$ cat src/rtl/core/pab_pkg.sv
package pab_pkg;

    localparam int unsigned PALETTE_ENTRIES_DEF = 256;
    localparam int unsigned INDEX_W = 8;
    localparam int unsigned COLOR_W = 6;
    localparam int unsigned BYTE_W  = 8;
    localparam int unsigned PROD_W  = 2 * BYTE_W;

    localparam logic OP_WRITE = 1'b0;
    localparam logic OP_BLEND = 1'b1;

    typedef struct packed {
        logic [COLOR_W-1:0] red;
        logic [COLOR_W-1:0] green;
        logic [COLOR_W-1:0] blue;
    } palette_entry_t;

    // load enables for the product and result registers of the mix datapath
    typedef struct packed {
        logic prod;
        logic sum;
    } mix_en_t;

endpackage

$ cat src/rtl/core/pab_palette.sv
module pab_palette #(
    parameter int unsigned ENTRIES = pab_pkg::PALETTE_ENTRIES_DEF,
    parameter int unsigned ADDR_W  = $clog2(ENTRIES)
) (
    input  logic                    clk,
    input  logic                    wr_en,
    input  logic [ADDR_W-1:0]       wr_addr,
    input  pab_pkg::palette_entry_t wr_data,
    input  logic                    rd_en,
    input  logic [ADDR_W-1:0]       rd_addr,
    output pab_pkg::palette_entry_t rd_data
);
    import pab_pkg::*;

    palette_entry_t mem [ENTRIES];
    palette_entry_t rd_data_reg;

    always_ff @(posedge clk)
    begin
        if (wr_en)
        begin
            mem[wr_addr] <= wr_data;
        end
    end

    // read data holds while the stage it feeds is stalled
    always_ff @(posedge clk)
    begin
        if (rd_en)
        begin
            rd_data_reg <= mem[rd_addr];
        end
    end

    assign rd_data = rd_data_reg;

endmodule

$ cat config.mk
export PLATFORM = sky130hd
export DESIGN_NAME = pab_palette
export DESIGN_NICKNAME = d
export VERILOG_FILES = /design/src/rtl/core/pab_pkg.sv /design/src/rtl/core/pab_palette.sv
export SDC_FILE = /design/constraint.sdc
export NUM_CORES = 2
export LEC_CHECK = 0
export BUFFER_PORTS_ARGS = -buffer_cell sky130_fd_sc_hd__buf_4
export CAP_MARGIN = 20
export CORE_ASPECT_RATIO = 2
export CORE_MARGIN = 1
export CORE_UTILIZATION = 25
export DETAILED_ROUTE_END_ITERATION = 7
export PLACE_DENSITY = 0.38
export SYNTH_ARGS = -nofsm -noshare
export SYNTH_HDL_FRONTEND = slang
export SYNTH_MEMORY_MAX_BITS = 65536
export SYNTH_SLANG_ARGS = --single-unit
$ cat constraint.sdc
create_clock -name clk -period 4.05 [get_ports clk]
set_input_delay 1.0125 -clock clk [delete_from_list [all_inputs] [get_ports clk]]
set_output_delay 1.0125 -clock clk [all_outputs]
set_load 0.01 [all_outputs]
==> impl_metrics.toml <==
[cts]
cts_buffers = 408
post_cts_resized = 0
cts_hold_buf = 0
post_cts_buffers = 0
cts_root_buf = "clkbuf_16"
cts.htree.levels = 5
clkSlewWorstSetupHoldPaths_ns = 0.07
clk_path_buf_depth = 4
clock_latency_ns = 0.97
cts_tree = "yes"
clock-sinks = 4626

[timing]
max_freq_mhz = 259
setup_viol = 0
clock_skew_ns = 0.0451
slew_viol_final = 0
worst_pin_slew_ns = 1.29
fin_crit_sh_pct = 95.3
fin_crit_ns = 3.86
finalHoldViolCount = 0
rsz0062_at_grt = "false"
fin_tns_setup_ns = 0
slew_headroom_pct = 13.8

[setup_path]
critPathSlowestCell = "a22oi_1"
critical_path_class = "in2reg"
worstPathRequired_ns = 4.71
path_cells = "buf_16 -> buf_12 -> buf_12 -> mux4_2 -> mux4_2 -> a22oi_1 -> a22o_1 -> nor4_2"
worstPathArrival_ns = 4.52
path_max_fanout = 19
end_kind = "register"
critPathMaxStageDelay_ns = 1.02
start_kind = "input port"

[final_layout]
final_core_util_pct = 30.2
layout.nets = 9515
stdcell_count = 19299
largest_register_ffs = 4608
final_area_mm2 = 0.214
area_growth_pct = 20.2
final_common_cell = "edfxtp_1"
drive_gt1_share_pct = 30.9
final_cell_mix = "edfxtp_1 (4626), buf_4 (1002), mux4_2 (864)"

[floorplanning]
start_util_pct = 25.1
core_area_mm2 = 0.711
rows = 438
die-area_mm2 = 0.717
ios = 55
die_y_um = 1200
die_w_um = 599

[power_and_ir_drop]
design_power_total_mw = 99.8
switching_share_pct = 22.7
clkPwrFrac_pct = 40.4
p_sw_mw = 22.7
p_int_mw = 77.1
sequentialPowerShare_pct = 53.0
p_comb_share_pct = 6.6
p_leak_nw = 67.7
ir_drop_mv = 0.361
power_density_mw_per_mm2 = 465

[yosys]
netlist.area_leader.share_pct = 77.9
synth_fp_nets = 8318
yosys_warnings = 0
ys_async_sr_fraction_pct = 0
yosys.cell_types.count = 40
ys_ff_latch = 4626
synth_area_per_cell_um2 = 21.5
synth_area_mm2 = 0.178
netlist_instances = 8281
ys_seq_area_share_pct = 77.9
synth_top_area_cell = "edfxtp_1"
synth_edf_count = 4626
synth_area_leaders = "edfxtp_1 (78%), mux4_2 (11%), mux2i_1 (4.4%)"
synth_ff_type = "edfxtp_1"

[detailed_routing]
drt_iter0_markers = 7258
drcViolationCount = 0
routed_via_density = 4.65
wl_um = 652000
route.antenna.remaining_nets = 0
vias = 89688
firstDrtPassIters = 8
wl_per_cell_um = 33.8

[global_route]
grt_pass1_wl_um = 874000
grt_max_degree = 120
antenna_found_initial = 29
grt_pass1_vias = 96185
grt_use_total_pct = 17.9
gr-total-overflow = 0

[placement]
numPortBuffers = 54
place_area_mm2 = 0.201
dp_hpwl_um = 448000
gp_congestion = 0.881
place_inst = 18527

[outcome]
status = "completed"

[run]
drv_cap = 0

[worst_hold_path]
worstHoldPathType = "in2reg"
-- power by group through the flow --
| stage | sequential, mW | combinational (mW) | clock [mW] |
|---|---|---|---|
| after floorplan | 53.9 | 2.63 | 0 |
| after CTS | 52.8 | 6.77 | 41.3 |
| after global routing | 52.8 | 6.85 | 42.7 |
| final | 52.8 | 6.59 | 40.3 |
| after global placement | 53.9 | 6.69 | 0 |
| after detailed placement | 53.9 | 6.76 | 0 |
-- Yosys cell counts (23+ instances only) --
cell,instances
nand3_1,23
nand2_1,81
edfxtp_1,4626
a21oi_1,190
mux2i_1,792
o221ai_1,317
buf_1,35
nor2_1,290
buf_2,92
buf_4,33
buf_6,84
o22ai_1,238
nor3_1,159
nand4_1,27
a22oi_1,51
clkbuf_1,228
mux4_2,864
-- worst paths after layout --
path,startpoint,end,slack (ns),cells after the start
worst min-delay path,wr_data[15],mem[120][15]$_DFFE_PP_,0.46,1
worst min register to register,mem[250][1]$_DFFE_PP_,rd_data[1]$_DFFE_PP_,1.17,6
worst max register to register,mem[59][10]$_DFFE_PP_,rd_data[10]$_DFFE_PP_,0.67,5
worst max-delay path,rd_addr[0],rd_data[10]$_DFFE_PP_,0.19,8
-- logic make-up after synthesis --
family	after synthesis	synth area share (%)
flops	4626	77.9
mux	1656	15.4
compound gates	862	3.40
simple gates	637	1.66
buf+inv	500	1.72
-- critical path, delay by kind of cell --
family / cells / cell delay [ns]
simple gates: 1 / 0.10
mux: 2 / 1.16
buf+inv: 3 / 0.67
compound gates: 2 / 1.49
-- final cells by class --
class / instances / area [um2]
Fill cell: 68940 / 496000
Sequential cell: 4626 / 139000
Multi-Input combinational cell: 3155 / 37200
Timing Repair Buffer: 1283 / 13000
Tap cell: 9460 / 11800
Clock buffer: 480 / 10600
Clock inverter: 265 / 2810
Antenna cell: 26 / 65.1
Inverter: 4 / 27.5
-- per-stage QoR --
stage	hold slack, ns	setup WS, ns
3_3_place_gp	1.16	-1.33
4_1_cts	0.409	0.127
2_1_floorplan	0.963	0.786
5_1_grt	0.459	0.247
3_5_place_dp	1.16	-0.909
6_report	0.457	0.192
-- layer usage --
layer / global-route usage, % / up-vias / part of all wire, %
met3: 1.64 / 836 / 3.0
li1: - / 37521 / -
met4: 11.7 / 18 / 7.7
met2: 34.8 / 1998 / 56
met1: 17.8 / 49315 / 33
met5: 0 / - / 0.018
Power figures use the tool's default switching activity.
