File: src/rtl/core/pab_pkg.sv
package pab_pkg;

    localparam int unsigned PALETTE_ENTRIES_DEF = 256;
    localparam int unsigned INDEX_W = 8;
    localparam int unsigned COLOR_W = 6;
    localparam int unsigned BYTE_W  = 8;
    localparam int unsigned PROD_W  = 2 * BYTE_W;

    localparam logic OP_WRITE = 1'b0;
    localparam logic OP_BLEND = 1'b1;

    typedef struct packed {
        logic [COLOR_W-1:0] red;
        logic [COLOR_W-1:0] green;
        logic [COLOR_W-1:0] blue;
    } palette_entry_t;

    // load enables for the product and result registers of the mix datapath
    typedef struct packed {
        logic prod;
        logic sum;
    } mix_en_t;

endpackage

File: src/rtl/core/pab_mix.sv
module pab_mix (
    input  logic                               clk,
    input  pab_pkg::mix_en_t                   en,
    input  logic [pab_pkg::BYTE_W-1:0]         alpha,
    input  logic [pab_pkg::BYTE_W-1:0]         dest,
    input  logic [pab_pkg::COLOR_W-1:0]        pal,
    output logic [pab_pkg::BYTE_W-1:0]         result
);
    import pab_pkg::*;

    logic [BYTE_W-1:0]   inv_alpha;
    logic [BYTE_W-1:0]   pal8;
    logic [PROD_W-1:0]   mul_dst_reg;
    logic [PROD_W-1:0]   mul_pal_reg;
    logic [PROD_W:0]     sum;
    logic [BYTE_W-1:0]   result_reg;

    // 255 - alpha
    assign inv_alpha = ~alpha;
    assign pal8      = {pal, 2'b00};

    always_ff @(posedge clk)
    begin
        if (en.prod)
        begin
            mul_dst_reg <= alpha * dest;
            mul_pal_reg <= inv_alpha * pal8;
        end
    end

    // sum tops out at 65025, so bits 15:8 are the whole result
    assign sum = {1'b0, mul_dst_reg} + {1'b0, mul_pal_reg};

    always_ff @(posedge clk)
    begin
        if (en.sum)
        begin
            result_reg <= sum[PROD_W-1:BYTE_W];
        end
    end

    assign result = result_reg;

endmodule
File: config.mk
export PLATFORM = sky130hd
export DESIGN_NAME = pab_mix
export DESIGN_NICKNAME = d
export VERILOG_FILES = /design/src/rtl/core/pab_pkg.sv /design/src/rtl/core/pab_mix.sv
export SDC_FILE = /design/constraint.sdc
export NUM_CORES = 1
export LEC_CHECK = 0
export BUFFER_PORTS_ARGS = -buffer_cell sky130_fd_sc_hd__buf_2
export CELL_PAD_IN_SITES_DETAIL_PLACEMENT = 0
export CELL_PAD_IN_SITES_GLOBAL_PLACEMENT = 2
export CORE_MARGIN = 1.5
export CORE_UTILIZATION = 41
export CTS_CLUSTER_DIAMETER = 200
export DETAILED_ROUTE_END_ITERATION = 12
export PLACE_DENSITY = 0.85
export REMOVE_ABC_BUFFERS = 1
export SKIP_LAST_GASP = 1
export SYNTH_ARGS = -nofsm -noshare
export SYNTH_HDL_FRONTEND = slang
export SYNTH_SLANG_ARGS = --single-unit
File: constraint.sdc
create_clock -name clk -period 5.5 [get_ports clk]
set_clock_uncertainty 0.15 [all_clocks]
set_input_delay 0.55 -clock clk [delete_from_list [all_inputs] [get_ports clk]]
set_output_delay 0.55 -clock clk [all_outputs]
set_load 0.03 [all_outputs]
==> metrics.md, run 1 <==
| Metric | Value |
|---|---|
| First-pass DRT Iterations | `4` |
| RSZ-0062 raised after global routing | `no` |
| RD Place Congestion | `0.797` |
| Post-route setup slack | `between 0.8 and 0.9 ns` |
| Crit path kind | `in -> reg` |
| Total Wirelength | `around 10000 um` |
| Post-synth design cell area | `5210 um^2` |
| Cells after DPL | `approximately 730` |
| # nets final | `about 700` |
| Status | `complete, no violations` |
| Top delay family on crit path | `adder cells` |
| CP required | `5.44 ns` |
| Initial antenna violation count | `0` |
| Top_reg_cell synth | `edfxtp_1` |
| I/O Buffers | `32` |
| # DRC | `0` |
| Worst-Skew Late Latency | `between 0.2 and 0.3 ns` |
| Area grow syn2layout | `9.60%` |
| Worst path max stage delay | `roughly 0.55 ns` |
| Netlist cell types | `42` |
| Slew @ Worst Pin | `between 0.6 and 0.7 ns` |
| Hpwl dp | `about 9000 um` |
| CTS HTree Levels | `2` |
| Avg Inst Size Synth | `between 9 and 10 um^2` |
| Crit. Startpoint | `alpha[0]` |
| Largest net degree at the start of global routing | `29` |
| Cell count after synthesis | `between 500 and 600` |
| Worst path cell trace | `buf_2, nand2_1, fa_1, fa_1, inv_1, fa_1, inv_1, fa_1, inv_1, ha_1, a21boi_2, o41ai_4, mux2i_1, a2111oi_2` |
| Max Fclk | `between 0.2 and 0.25 GHz` |
| Die area | `13400 um^2` |
| Yosys reg bits | `36` |
| Final min period | `approximately 4.6 ns` |
| WL per Instance | `approximately 14 um` |
| Total CTS buffers | `5` |
| Seq/Total Area, Yosys | `20.7%` |
| Leakage | `about 0.0028 uW` |
| Clk buf depth | `2` |
| Fillers | `~1200` |
| Multi-input gate area | `3730 um^2` |
| Chip width | `116 um` |
| Worst R2R End | `result[4]` |
| Post-synth ARST share | `0%` |
| Via/cell ratio | `about 4.8` |
| Post-CTS Hold Fix Bufs | `0` |
| Site Rows | `between 40 and 50` |
| Period utilization | `84.0%` |
| Post-synth EDFFs | `36` |
| Reg2Reg Depth | `7` |
| Power Density | `about 410 nW/um^2` |
| Max-slew headroom | `between 50 and 60%` |
| Detail Route Antenna Nets | `0` |
| WP data arrival | `around 4.6 ns` |
| Crit path buf inv count | `4` |
| Pwr Total | `between 2000 and 2500 uW` |
| VDD IR-drop max | `between 150 and 200 uV` |
| TritonCTS sink count | `36` |
| Post-cts gate resize count | `0` |
| Share of cells above drive strength 1 | `between 9 and 10%` |
| Reg clk slew, reported paths | `roughly 0.06 ns` |
| Reg2reg setup slack | `just under 3 ns` |
| Crit path capture type | `flop` |
| Most used cell, CP | `fa_1` |
| Hold_sp | `en[0]` |
| GRT Util Overall | `between 10% and 20%` |
| Worst hold path type | `in -> reg` |
| Core area | `between 10000 and 15000 um^2` |
| Ys Warns | `0` |
| Startpoint Class | `primary input` |
| Setup TNS | `0 ns` |
| GR Overflow Total | `0` |
| Worst path depth | `14` |
| Root Driver | `clkbuf_16` |
| Drt first-iter violations | `160` |
| Crit Path Max Fanout | `13` |
| CP max stage cell | `fa_1` |
| Reg2Reg Launch Point | `mul_dst_reg[4]` |
| Vias post-DR | `3569` |
| Slew Limit Fails | `0` |
| Antenna cells | `0` |
| Sequential cell area | `1080 um^2` |
| Worst Hold Path EP | `result[7]` |
| TritonCTS clock tree | `built` |
| Wire length of the first global-routing pass | `~17000 um` |
| Post-Place Setup Slack | `0.563 ns` |
| Worst hold stages | `1` |
| Die height | `around 120 um` |
| Final setup vio count | `0` |
| Initial Util | `approximately two fifths` |
| Final non-filler cell total | `approximately 740` |
| Final Hold Vio Count | `0` |
| Vias in the first global route | `approximately 3600` |
| Io pins | `33` |
| Postcts setup bufs | `0` |
| Maxcap violations | `0` |
[worst reg2reg max path: cells and delay by family, from the launching register on]
kind,cells,cell delay [ns]
AO/OA/AOI/OAI,5,1.26
flip-flops,1,0.37
adder cells (fa/ha/maj),1,0.32
AND/OR/NAND/NOR,1,0.25
[stage by stage]
step	instance area [um^2]	util (%)	hold slack, ns
floorplan	5170	-	0.473
finish	5710	45.6	0.464
global placement	5570	44.5	0.516
global route	5710	45.6	0.474
detailed placement	5570	44.5	0.535
CTS	5710	45.6	0.470
[how the worst max path moves through the flow]
stage          slack, ns              end
6_report            0.88  mul_dst_reg[15]
2_1_floorplan       1.03  mul_dst_reg[15]
5_1_grt             0.70  mul_dst_reg[15]
3_3_place_gp        0.62  mul_dst_reg[15]
3_5_place_dp        0.56  mul_dst_reg[15]
4_1_cts             0.84  mul_dst_reg[15]
[layout by cell type (no fill, tap or decap), types with 2 or more instances in the layout]
master | netlist | layout
ha_1 | 69 | 69
nor4_1 | 3 | 3
a31o_2 | 2 | 2
and3_1 | 3 | 3
xor2_1 | 4 | 4
o21a_1 | 3 | 3
mux2i_1 | 2 | 2
nand2_1 | 23 | 23
o21ai_0 | 13 | 13
edfxtp_1 | 36 | 36
inv_1 | 96 | 96
nor2b_1 | 43 | 43
or2_2 | 2 | 2
a21o_1 | 8 | 8
a31oi_1 | 2 | 2
nand2b_1 | 8 | 8
buf_4 | 0 | 3
nor2_1 | 15 | 15
and2_1 | 49 | 49
clkinv_2 | 0 | 2
o211ai_1 | 3 | 3
fa_1 | 61 | 61
nor3_1 | 10 | 10
nand3_1 | 6 | 6
a21boi_0 | 2 | 2
xnor2_1 | 20 | 20
buf_2 | 0 | 32
a211o_1 | 2 | 2
clkbuf_16 | 0 | 5
a21oi_1 | 22 | 22
[per-layer routing]
layer | up-vias | wire length, um | global-route usage (%)
met5 | - | 0 | 0
met4 | 0 | 299 | 5.53
met3 | 16 | 282 | 2.46
met2 | 57 | 4530 | 25.9
met1 | 1708 | 5300 | 22.9
li1 | 1788 | - | -
[cell usage after synthesis (2+ instances only)]
library cell / number / area, um^2
nor2b_1: 43 / 269
and2_1: 49 / 307
a21o_1: 8 / 60.1
nor3_1: 10 / 50.1
ha_1: 69 / 863
nand3_1: 6 / 30.0
a31oi_1: 2 / 12.5
inv_1: 96 / 360
and3_1: 3 / 18.8
clkbuf_1: 11 / 41.3
nor2_1: 15 / 56.3
fa_1: 61 / 1220
o211ai_1: 3 / 22.5
a21boi_0: 2 / 15.0
a21oi_1: 22 / 110
or2_2: 2 / 12.5
xnor2_1: 20 / 175
a211o_1: 2 / 17.5
xor2_1: 4 / 35.0
nand2b_1: 8 / 50.1
a31o_2: 2 / 17.5
o21ai_0: 13 / 65.1
nor4_1: 3 / 18.8
nand2_1: 23 / 86.3
edfxtp_1: 36 / 1080
mux2i_1: 2 / 20.0
o21a_1: 3 / 22.5
[final cells by class]
cell class                      instances  area share [%]
Multi-Input combinational cell        390            65.3
Clock buffer                            5            2.19
Clock inverter                          3           0.329
Tap cell                              172            3.77
Inverter                               96            6.31
Timing Repair Buffer                   35            3.20
Sequential cell                        36            18.9
[where the power goes]
| part | switching (uW) | internal [uW] | leakage, uW |
|---|---|---|---|
| combinational | 867 | 659 | 0.00235 |
| clock | 110 | 167 | 0.0000736 |
| sequential | 37.9 | 500 | 0.000351 |
| total | 1020 | 1330 | 0.00277 |
[cell families (layout without fill, tap and decap cells)]
family                   Yosys count  count (layout)  synth area share [%]
adder cells (fa/ha/maj)          130             130                  40.0
multiplexers                       3               3                 0.600
AND/OR/NAND/NOR                  166             166                  17.9
XOR/XNOR                          24              24                  4.03
flip-flops                        36              36                  20.7
AO/OA/AOI/OAI                     67              67                  9.00
buffers and inverters            107             139                  7.71
Note: power is estimated with default switching activity, not from simulation.
==> inputs of run 2 (changes only) <==
--- a/config.mk
+++ b/config.mk
@@ -9,10 +9,10 @@
 export CELL_PAD_IN_SITES_DETAIL_PLACEMENT = 0
 export CELL_PAD_IN_SITES_GLOBAL_PLACEMENT = 2
 export CORE_MARGIN = 1.5
-export CORE_UTILIZATION = 41
+export CORE_UTILIZATION = 37
 export CTS_CLUSTER_DIAMETER = 200
 export DETAILED_ROUTE_END_ITERATION = 12
-export PLACE_DENSITY = 0.85
+export PLACE_DENSITY = 0.81
 export REMOVE_ABC_BUFFERS = 1
 export SKIP_LAST_GASP = 1
 export SYNTH_ARGS = -nofsm -noshare
==> constraint.sdc (replaced) <==
create_clock -name clk -period 3.79 [get_ports clk]
set_clock_uncertainty 0.15 [all_clocks]
set_input_delay 0.379 -clock clk [delete_from_list [all_inputs] [get_ports clk]]
set_output_delay 0.379 -clock clk [all_outputs]
set_load 0.03 [all_outputs]
==> run 2 against run 1 <==
  * The flow now finishes with violations (setup timing)
  * Global-route usage is 0.34 points higher
  * Wire length is 13% higher
  * Critical path depth is 1 higher
  * Clock power is 40% higher
  * Clock-buffer cell count is 1 higher
  * First-iteration DRC count is 6.3% higher
  * Worst hold slack worse by 0.17 ns
  * Critical path type unchanged
  * Largest power group unchanged
==> metrics.md, run 2 (synthesis results as in run 1) <==
| Metric | Value |
|---|---|
| Status | `complete, but fails checks` |
| Failing checks | `setup timing` |
| Antenna cells | `0` |
| WL per Instance | `~14 um` |
| Top delay family on crit path | `adder cells` |
| Wire length of the first global-routing pass | `around 19000 um` |
| Final setup vio count | `7` |
| Vias in the first global route | `between 4000 and 5000` |
| Crit path capture type | `flop` |
| Final Hold Vio Count | `0` |
| Fillers | `approximately 1300` |
| Startpoint Class | `primary input` |
| First-pass DRT Iterations | `4` |
| # DRC | `0` |
| Chip width | `122 um` |
| Max-slew headroom | `around 57%` |
| Worst path cell trace | `buf_12, nand2_4, fa_1, fa_1, inv_1, fa_1, inv_2, fa_1, inv_2, ha_4, a21boi_4, o41ai_4, buf_4, mux2_4, nand3_2` |
| GRT Util Overall | `between 10% and 20%` |
| Most common cell after layout, fill and taps aside | `inv_1` |
| Slew Limit Fails | `0` |
| Post-CTS Hold Fix Bufs | `0` |
| Comb pwr share | `72.1%` |
| CTS HTree Levels | `2` |
| Die area | `between 10000 and 15000 um^2` |
| Final min period | `3.98 ns` |
| Power Density | `~610 nW/um^2` |
| Hpwl dp | `9540 um` |
| Util after Layout | `50.6%` |
| CP required | `about 3.8 ns` |
| Io pins | `33` |
| Most used cell, CP | `fa_1` |
| GR Overflow Total | `0` |
| RSZ-0062 raised after global routing | `yes` |
| Reg2reg setup slack | `approximately 1.2 ns` |
| Leakage | `between 0.003 and 0.004 uW` |
| Pwr Total | `4240 uW` |
| Worst path max stage delay | `between 0.5 and 0.6 ns` |
| Post-route setup slack | `-0.186 ns` |
| Crit. Startpoint | `alpha[2]` |
| WP data arrival | `roughly 4.0 ns` |
| Maxcap violations | `0` |
| CP max stage cell | `fa_1` |
| Detail Route Antenna Nets | `0` |
| Largest net degree at the start of global routing | `29` |
| Internal power | `approximately 2500 uW` |
| Area after DPL | `between 6000 and 7000 um^2` |
| Crit path buf inv count | `5` |
| Period utilization | `105%` |
| VDD IR-drop max | `about 250 uV` |
| Crit path kind | `in -> reg` |
| Clk buf depth | `2` |
| Reg2Reg Launch Point | `mul_dst_reg[4]` |
| Total CTS buffers | `5` |
| Net Switching | `between 1500 and 2000 uW` |
| Hold_sp | `en[0]` |
| Initial Util | `a little under two fifths` |
| Share of cells above drive strength 1 | `between 30% and 40%` |
| Via/cell ratio | `4.74` |
| Commonest non-fill, non-tap cells in the layout | `84 x inv_1, 75 x buf_4, 55 x ha_1` |
| Total Wirelength | `between 10000 and 15000 um` |
| Drt first-iter violations | `170` |
| Core area | `about 14000 um^2` |
| # nets final | `800` |
| Slew @ Worst Pin | `approximately 0.65 ns` |
| Worst hold path type | `in -> reg` |
| TritonCTS clock tree | `built` |
| Final instance area | `~7000 um^2` |
| Die height | `between 100 and 150 um` |
| Root Driver | `clkbuf_16` |
| Sw Ratio | `between 40% and 50%` |
| Initial antenna violation count | `0` |
| Area grow syn2layout | `34.3%` |
| Clock power frac | `9.1%` |
| Vias post-DR | `about 4000` |
| TritonCTS sink count | `36` |
| RD Place Congestion | `between 0.8 and 0.9` |
| Site Rows | `43` |
| Max Fclk | `~0.25 GHz` |
| Reg clk slew, reported paths | `approximately 0.05 ns` |
| I/O Buffers | `32` |
| Seq pwr share | `a little under a fifth` |
| Crit Path Max Fanout | `7` |
| Worst-Skew Late Latency | `about 0.28 ns` |
## run 2: cell count changes in the layout (fill, tap and decap cells not counted), sizes merged
cell and delta:
clkbuf +1, clkinv -2, clkinvlp +1, buf +81
## run 2: per-stage QoR
stage / cells / TNS [ns] / worst slack, ns / hold slack [ns]
2_1_floorplan: 522 / -2.14 / -0.510 / 0.341
3_3_place_gp: 798 / -7.43 / -0.774 / 0.559
3_5_place_dp: 798 / -7.92 / -0.801 / 0.557
4_1_cts: 817 / -0.874 / -0.196 / 0.298
5_1_grt: 826 / -1.78 / -0.305 / 0.297
6_report: 826 / -0.819 / -0.186 / 0.296
## run 2: worst paths after layout
| check | end | depth (start not counted) |
|---|---|---|
| worst max-delay path | mul_dst_reg[13] | 15 |
| worst min-delay path | result[2] | 1 |
| worst max register to register | result[4] | 7 |
| worst min register to register | result[7] | 2 |
## run 2: power groups by stage
stage | sequential [uW] | combinational, uW | clock, uW
2_1_floorplan | 864 | 1650 | 0
3_3_place_gp | 797 | 2490 | 0
3_5_place_dp | 805 | 2530 | 0
4_1_cts | 799 | 2880 | 396
5_1_grt | 808 | 3410 | 416
6_report | 795 | 3060 | 387
## run 2: area by class of cell
cell class              instances  area (um^2)  share of cell area, %
clock inverters                 2         11.3                  0.161
well taps                     180          225                   3.22
flip-flops and latches         36         1080                   15.4
inverters                      96          360                   5.15
repair buffers                116          973                   13.9
multi-input cells             390         4220                   60.3
clock buffers                   6          129                   1.84
## run 2: per-layer routing
| metal | share of wire (%) | up-vias | track usage, % |
|---|---|---|---|
| li1 | - | 1959 | - |
| met1 | 47 | 1896 | 22.2 |
| met2 | 50 | 49 | 29.9 |
| met3 | 2.6 | 9 | 1.78 |
| met4 | 0.46 | 0 | 2.21 |
| met5 | 0 | - | 0 |
## run 2: what timing repair did
item                       CTS  global route
pin swaps                   53            47
setup endpoints to repair   12            11
buffers inserted            11            11
resized for setup          114            54
